--- src/rtl/sip_queue.sv ---
module sip_queue #(
  parameter int WIDTH = 8,
  parameter int DEPTH = 2
) (
  input  logic             clk,
  input  logic             rst_n,
  input  logic             push,
  input  logic [WIDTH-1:0] push_data,
  input  logic             pop,
  output logic             head_valid,
  output logic [WIDTH-1:0] head_data,
  output logic             full
);

  localparam int AW = (DEPTH > 1) ? $clog2(DEPTH) : 1;
  localparam int CNW = $clog2(DEPTH + 1);

  logic [WIDTH-1:0] mem_r [DEPTH];
  logic [AW-1:0]    wr_ptr_r, wr_ptr_nxt, rd_ptr_r, rd_ptr_nxt;
  logic [CNW-1:0]   cnt_r, cnt_nxt;
  logic             do_push, do_pop;

  assign do_push = push && (cnt_r != CNW'(DEPTH));
  assign do_pop  = pop && (cnt_r != '0);

  always_comb begin
    wr_ptr_nxt = wr_ptr_r;
    rd_ptr_nxt = rd_ptr_r;
    if (do_push) begin
      wr_ptr_nxt = (wr_ptr_r == AW'(DEPTH - 1)) ? '0 : wr_ptr_r + 1'b1;
    end
    if (do_pop) begin
      rd_ptr_nxt = (rd_ptr_r == AW'(DEPTH - 1)) ? '0 : rd_ptr_r + 1'b1;
    end
    cnt_nxt = cnt_r + CNW'(do_push) - CNW'(do_pop);
  end

  always_ff @(posedge clk) begin
    if (!rst_n) begin
      wr_ptr_r <= '0;
      rd_ptr_r <= '0;
      cnt_r    <= '0;
    end else begin
      wr_ptr_r <= wr_ptr_nxt;
      rd_ptr_r <= rd_ptr_nxt;
      cnt_r    <= cnt_nxt;
    end
    if (do_push) begin
      mem_r[wr_ptr_r] <= push_data;
    end
  end

  assign head_valid = (cnt_r != '0);
  assign head_data  = mem_r[rd_ptr_r];
  assign full       = (cnt_r == CNW'(DEPTH));

endmodule

--- config.mk ---
export PLATFORM = sky130hd
export DESIGN_NAME = sip_queue
export DESIGN_NICKNAME = d
export VERILOG_FILES = /design/src/rtl/sip_queue.sv
export SDC_FILE = /design/constraint.sdc
export NUM_CORES = 1
export LEC_CHECK = 0
export BUFFER_PORTS_ARGS = -buffer_cell sky130_fd_sc_hd__clkbuf_2
export CAP_MARGIN = 20
export CORE_MARGIN = 8
export CORE_UTILIZATION = 53
export DETAILED_ROUTE_END_ITERATION = 6
export PLACE_DENSITY_LB_ADDON = 0.1
export SETUP_SLACK_MARGIN = 0.4
export SKIP_LAST_GASP = 1
export SYNTH_ARGS = -nofsm -noshare
export SYNTH_HDL_FRONTEND = slang
export SYNTH_SLANG_ARGS = --single-unit
--- constraint.sdc ---
create_clock -name clk -period 4.6 [get_ports clk]
set_input_delay 0.23 -clock clk [delete_from_list [all_inputs] [get_ports clk]]
set_output_delay 0.23 -clock clk [all_outputs]
set_load 0.02 [all_outputs]
==> reports/results.ini, run 1 <==
[pwr]
peakVddDrop_mv=0.305
cellLeakagePower_nw=0.413
finalPower_mw=0.546
power_density_nw_per_um2=569

[worst_setup_path]
critPathRequiredTime_ps=4370
r2r-end=cnt_r[1]
reg2reg_depth=8
r2r_start=cnt_r[0]
critPathMaxFanout=8
reg2reg_slack_ps=2980
crit_type=flip-flop to output port
crit_path_end=head_data[5]
crit_path_end_kind=output port
worstSetupStartpointType=flip-flop
crit_arrival_ps=1390

[cells_and_area]
drive_gt1_frac=0.447
mostFrequentLayoutCells=21 x clkbuf_2, 16 x edfxtp_1, 8 x mux2_2, 5 x dfxtp_1, 4 x nor2_1
diodes=0
final_common_cell=clkbuf_2
syn_to_final_growth_pct=18.0
final.fill_count=123
nets=91

[yosys]
synth_top_area_cell=edfxtp_1
synth_cells=52
syn-num-nets=66
yosys-top-cells-area=edfxtp_1 59%, dfxtp_1 12%, mux2_2 11%
syn_area_um2=813
ys_seq_area_frac=0.714
synth.distinct_cells=17
yosysTopAreaCellShare=0.591
avgSynthCellArea_um2=15.6
synth_seq_cells=21
ys_warn_count=0

[route]
drt-initial-drc-count=10
antenna_left=0
wl_mm=1.28
vias=464
drt-wirelength-per-cell_um=14.0
first_pass_iters=3
drc_errors=0
viasPerCell=5.04

[clocking]
cts_buffers=3
hold_buffers=0
cts_tree=built
cts.path.max_buffers=2
cts_root_buf=clkbuf_4
clk_pin_slew_ps=100
clk_latency_ps=290
post_cts_resized=0
cts_setup_buffers=0
clock_sinks=21
htreeDepth=1

[timing]
skew_ps=4.42
slew_headroom=0.540
setup_viol=0
post-route-period-util=0.352
worst_pin_slew_ps=687
max_freq_mhz=617
rsz0062_at_grt=no
tns_ps=0
hold_viol_final=0
period_needed_ps=1620
slew_viol_final=0

[placement]
port_buffers=21
place_congestion=0.739
place_hpwl_mm=1.03

[floorplanning]
initial_core_util=0.553
row_count=14
dieArea_um2=3040
die_w_um=55.2
core_um2=1470
dieHeight_um=55.2
ios=22

[global_route]
gr-total-overflow=0
grt.total_usage=0.0888
grt_pass1_wl_mm=1.87
antenna_found_initial=0
grt_pass1_vias=458
grt_max_degree=12

[run]
maxCapViolations=0

[hold_path]
hp-class=input port to flip-flop
hp-start=push_data[7]

[status]
status=completed

## cells in the mapped netlist
| library cell | n |
|---|---|
| nor3_1 | 1 |
| xor2_1 | 1 |
| mux2i_1 | 1 |
| edfxtp_1 | 16 |
| buf_2 | 1 |
| nand2_1 | 2 |
| dfxtp_1 | 5 |
| ha_1 | 2 |
| nor2_1 | 4 |
| mux2_2 | 8 |
| inv_1 | 3 |
| nand2b_1 | 2 |
| and3_1 | 1 |
| and2_1 | 2 |
| or2_2 | 1 |
| o21a_2 | 1 |
| xnor2_1 | 1 |
## report_power, final
part	total [mW]	internal (mW)	switching, mW
combinational	0.190	0.0825	0.107
clock	0.0826	0.0337	0.0489
sequential	0.273	0.248	0.0254
## how the worst min path moves through the flow
stage                   to  slack, ps  depth (start not counted)
2_1_floorplan  mem_r[0][0]        330                          0
3_3_place_gp   mem_r[0][7]        420                          1
3_5_place_dp   mem_r[0][7]        420                          1
4_1_cts        mem_r[1][7]        120                          1
5_1_grt        mem_r[0][5]        110                          1
6_report       mem_r[1][7]        120                          1
## metrics by stage
| stage | util | std cells | setup WS, ps | area (µm²) | hold slack (ps) |
|---|---|---|---|---|---|
| 6_report | 0.652 | 92 | 2980 | 960 | 118 |
| 5_1_grt | 0.652 | 92 | 2870 | 960 | 115 |
| 4_1_cts | 0.652 | 92 | 2950 | 960 | 118 |
| 3_5_place_dp | 0.634 | 88 | 2980 | 933 | 423 |
| 3_3_place_gp | 0.634 | 88 | 3050 | 933 | 420 |
| 2_1_floorplan | - | 52 | 3100 | 813 | 329 |
## critical path: stages (launching register included)
cell	delay (ps)
dfxtp_1	550
mux2_2	400
clkbuf_2	160
## area by class of cell
| type | instances | area (µm²) | share of cell area |
|---|---|---|---|
| flip-flops and latches | 21 | 581 | 0.605 |
| multi-input cells | 27 | 216 | 0.226 |
| repair buffers | 21 | 105 | 0.110 |
| clock buffers | 4 | 26.3 | 0.0274 |
| well taps | 16 | 20.0 | 0.0209 |
| inverters | 3 | 11.3 | 0.0117 |
## logic make-up after synthesis
family / after synthesis / share of synthesized area
xor gates and xnor gates: 2 / 0.0215
AOI/OAI and AO/OA: 1 / 0.0108
adders and majority gates: 2 / 0.0308
muxes: 9 / 0.123
and+or+nand+nor: 13 / 0.0800
DFF: 21 / 0.714
buffers and inverters: 4 / 0.0200
## flip-flops by register name, indices dropped and copies added (netlist names), named ones only
signal / count
wr_ptr_r: 1
mem_r: 16
cnt_r: 2
rd_ptr_r: 1
## per-layer routing
metal  vias to the layer above  part of all wire  global-route usage  wire length (µm)
li1                        232                 -                   -                 -
met1                       215              0.39              0.0870               505
met2                        13              0.52               0.164               666
met3                         4             0.068              0.0241                87
met4                         0             0.020              0.0480                26
met5                         -                 0                   0                 0
Note: power is estimated with default switching activity, not from simulation.
==> inputs of run 2 (changes only) <==
CORE_ASPECT_RATIO = 1.25   (was unset)
CORE_UTILIZATION = 44   (was 53)
clock period = 1.34 ns   (was 4.6 ns; I/O delays follow)
==> run 2 against run 1 <==
Core utilization up 13 points. Critical path type is now flip-flop to flip-flop. Sequential cell count stayed put. Combinational power grew to 7.2 times the previous value. Via count is 16% higher. Clock power grew to 3.4 times the previous value. Worst setup slack got worse by 3100 ps. Sequential power grew to 3.6 times the previous value. Register-to-register slack got worse by 3100 ps. The run now ends with negative setup slack left. Critical path depth grew 5. Hold slack worse by 81 ps. Cell area grew 43%.
==> reports/results.ini, run 2 (synthesized netlist as in run 1, its figures left out) <==
[global_route]
grt.total_usage=0.0870
gr-total-overflow=0
grt_pass1_vias=564
antenna_found_initial=0
grt_pass1_wl_mm=2.39
grt_max_degree=12

[pwr]
peakVddDrop_mv=1.13
power_density_nw_per_um2=1930
cellLeakagePower_nw=0.570
finalPower_mw=2.63

[timing]
slew_viol_final=0
post-route-period-util=1.10
slew_headroom=0.863
tns_ps=-131
max_freq_mhz=680
whs_ps=36.2
setup_viol=1
period_needed_ps=1470
skew_ps=4.65
worst_pin_slew_ps=205
setup_slack_ps=-131
hold_viol_final=0
rsz0062_at_grt=yes

[placement]
placed_cell_area_um2=1030
placed_cells=96
pre_cts_slack_ps=-156
place_hpwl_mm=1.02
place_congestion=0.589
port_buffers=21

[cells_and_area]
regMostFlops=mem_r
fin_util=0.784
seq_area_um2=589
diodes=0
syn_to_final_growth_pct=68.2
final.fill_count=98
drive_gt1_frac=0.617
nets=109
mostFrequentLayoutCells=16 x edfxtp_1, 11 x clkbuf_2, 9 x buf_8, 8 x mux2_4, 8 x dlygate4sd3_1
multi_input_area_um2=337
final_common_cell=edfxtp_1
instances_no_fill=113
reg.largest.list=mem_r (16), cnt_r (2)
design_area_um2=1370
largest_register_ffs=16

[worst_setup_path]
worstSetupStartpointType=flip-flop
path_buf_inv=1
worstPathCellList=o21a_4, ha_4, inv_2, ha_4, xor2_2, and2_1, nor3_2
slowest_stage=dfxtp_4
crit_path_end_kind=flip-flop
cp_common_cell=ha_4
crit_arrival_ps=1690
crit_type=flip-flop to flip-flop
critPathTopFamily=adder cells
critPathRequiredTime_ps=1550
critPathMaxFanout=3
cpPeakStageDelay_ps=370
r2r_start=cnt_r[1]
critPathLaunch=cnt_r[1]

[clocking]
cts_root_buf=clkbuf_4
clock_sinks=21
clk_pin_slew_ps=100
cts.path.max_buffers=2
clk_latency_ps=280
htreeDepth=1
cts_tree=built
cts_buffers=3

[route]
first_pass_iters=3
wl_mm=1.47
drt-initial-drc-count=2
antenna_left=0
viasPerCell=4.75
drc_errors=0
drt-wirelength-per-cell_um=13.0
vias=537

[floorplanning]
initial_core_util=0.466
dieArea_um2=3490
ios=22
die_w_um=54.5
core_um2=1740
dieHeight_um=64.1
row_count=17

[hold_path]
hp-start=rst_n
hp-class=input port to flip-flop

[run]
maxCapViolations=0

[status]
status=finished with violations
violations=negative setup slack

==> run 2: routing by layer <==
layer / global-route usage / vias up / wire (µm)
met5: 0 / - / 0
met4: 0.0185 / 0 / 9
met3: 0.0278 / 2 / 80
met2: 0.148 / 12 / 826
met1: 0.102 / 252 / 549
li1: - / 271 / -
==> run 2: worst paths after layout <==
kind	cells after the start	endpoint	slack, ps
max	7	cnt_r[1]	-130
min	2	cnt_r[0]	40
max reg2reg	7	cnt_r[1]	-130
min reg2reg	2	wr_ptr_r	540
==> run 2: cell type report <==
class | instances | area share
clock buffer | 4 | 0.0192
tap | 19 | 0.0174
inverter | 3 | 0.00823
sequential | 21 | 0.431
timing repair buffer | 39 | 0.278
multi-input combinational | 27 | 0.246
==> run 2: repair_timing <==
action | 4_1_cts | 5_1_grt
endpoints found under the setup margin | 30 | 31
gates resized for setup | 36 | 15
setup buffers | 2 | 3
cloned | 0 | 0
hold endpoints to repair | 16 | 0
hold buffers | 8 | 0
pin swaps | 5 | 3
==> run 2: report_power, final <==
group | internal, mW | total (mW) | leakage (nW) | switching (mW)
clock | 0.115 | 0.277 | 0.0150 | 0.162
sequential | 0.870 | 0.995 | 0.192 | 0.125
combinational | 0.842 | 1.36 | 0.362 | 0.520
==> inputs of run 3 (changes only) <==
CAP_MARGIN = 0   (was 20)
PLACE_DENSITY_LB_ADDON = 0.3   (was 0.1)
==> run 3 against run 2 <==
The flow still finishes with violations (negative setup slack). Worst setup slack got worse by 29 ps. Clock-buffer cell count fell by 1. Maximum frequency fell by 1.9%. Core utilization fell by 0.29 points. Largest cell class unchanged. Register-to-register slack got worse by 30 ps. Cell area fell by 0.37%. Non-clock buffer count fell by 3. Sequential cell count did not move. Wire length rose by 23%. First-iteration DRC count rose to 3.0 times the previous value. Largest power group unchanged. Sequential share of layout area rose by 0.16 points. Critical endpoint unchanged.
==> reports/results.ini, run 3 (synthesized netlist as in run 1, its figures left out) <==
[route]
vias=544
wl_mm=1.80
antenna_left=0
drt-initial-drc-count=6
first_pass_iters=4
drc_errors=0
viasPerCell=4.95
drt-wirelength-per-cell_um=16.4

[cells_and_area]
diodes=0
regMostFlops=mem_r
design_area_um2=1360
fin_util=0.781
drive_gt1_frac=0.648
largest_register_ffs=16
syn_to_final_growth_pct=67.5
final.fill_count=100
instances_no_fill=110
reg.largest.list=mem_r (16), cnt_r (2)
final_common_cell=edfxtp_1
mostFrequentLayoutCells=16 x edfxtp_1, 11 x clkbuf_2, 9 x buf_8, 8 x mux2_4, 8 x dlygate4sd3_1
nets=106

[worst_setup_path]
critPathRequiredTime_ps=1560
critPathMaxFanout=5
crit_path_end_kind=flip-flop
crit_arrival_ps=1720
worstSetupStartpointType=flip-flop
reg2reg_depth=7
crit_type=flip-flop to flip-flop

[pwr]
clockPowerShare=0.110
p_int_mw=1.83
peakVddDrop_mv=1.71
sequentialPowerShare=0.370
finalPower_mw=2.71
p_sw_mw=0.884
swShare=0.326
cellLeakagePower_nw=0.560
power_density_nw_per_um2=1990
power_frac_comb=0.520

[timing]
skew_ps=8.47
max_freq_mhz=667
post-route-period-util=1.12
worst_pin_slew_ps=188
period_needed_ps=1500
setup_slack_ps=-160
whs_ps=27.4
slew_headroom=0.875
slew_viol_final=0
rsz0062_at_grt=yes
hold_viol_final=0
setup_viol=1
tns_ps=-160

[floorplanning]
initial_core_util=0.466
core_um2=1740
die_w_um=54.5
dieArea_um2=3490
row_count=17
dieHeight_um=64.1
ios=22

[hold_path]
hold_depth=3
hp-class=input port to flip-flop

[clocking]
cts_root_buf=clkbuf_4
clk_pin_slew_ps=120
cts_buffers=3
cts.path.max_buffers=2
clock_sinks=21
clk_latency_ps=300
cts_tree=built
htreeDepth=1

[global_route]
grt.total_usage=0.106
antenna_found_initial=0
grt_pass1_vias=606
gr-total-overflow=0
grt_max_degree=13
grt_pass1_wl_mm=2.77

[placement]
place_congestion=0.588
pre_cts_slack_ps=-253
placed_cell_area_um2=1030
port_buffers=21
placed_cells=96
place_hpwl_mm=1.17

[status]
status=finished with violations
violations=negative setup slack

[run]
maxCapViolations=0

-- run 3: cell count changes in the layout (fill, tap and decap cells not counted), sizes merged --
cell / previous run / this run
buf: 20 / 17
clkbuf: 15 / 14
clkinv: 0 / 1
-- run 3: critical path: stages (launching register included) --
cell and delay, ps:
dfxtp_4 380, o21a_4 200, ha_4 270, inv_4 30
ha_4 140, xor2_2 140, and2_1 140, nor3_2 110
-- run 3: layout make-up --
cell class              instances  area [µm²]  area share
multi-input cells              27         344       0.253
clock buffers                   3        22.5      0.0165
well taps                      19        23.8      0.0174
flip-flops and latches         21         589       0.433
inverters                       3        16.3      0.0119
repair buffers                 36         362       0.265
clock inverters                 1        5.00     0.00367
-- run 3: what timing repair did --
action / 4_1_cts / 5_1_grt
buffers inserted: 1 / 1
endpoints found under the hold margin: 16 / 0
cloned: 0 / 0
hold buffers: 8 / 0
pin swaps: 6 / 5
resized for setup: 37 / 20
setup endpoints to repair: 30 / 30
-- run 3: path summary, 6_finish.rpt --
kind | start | slack, ps | end
setup / recovery | cnt_r[1] | -160 | cnt_r[1]
hold / removal | rst_n | 30 | wr_ptr_r
setup reg to reg | cnt_r[1] | -160 | cnt_r[1]
hold reg to reg | wr_ptr_r | 530 | wr_ptr_r
-- run 3: routing by layer --
metal	track usage	part of all wire	vias up
met4	0.0370	0.0078	0
met3	0.0278	0.056	3
met1	0.112	0.36	265
met5	0	0	-
li1	-	-	261
met2	0.191	0.58	15
-- run 3: power by group through the flow --
stage | registers (mW) | clock network (mW) | logic, mW
final | 1.00 | 0.298 | 1.41
after detailed placement | 0.972 | 0 | 0.856
after global routing | 1.03 | 0.320 | 1.49
after CTS | 0.995 | 0.299 | 1.19
after global placement | 0.967 | 0 | 0.816
after floorplan | 0.925 | 0 | 0.578
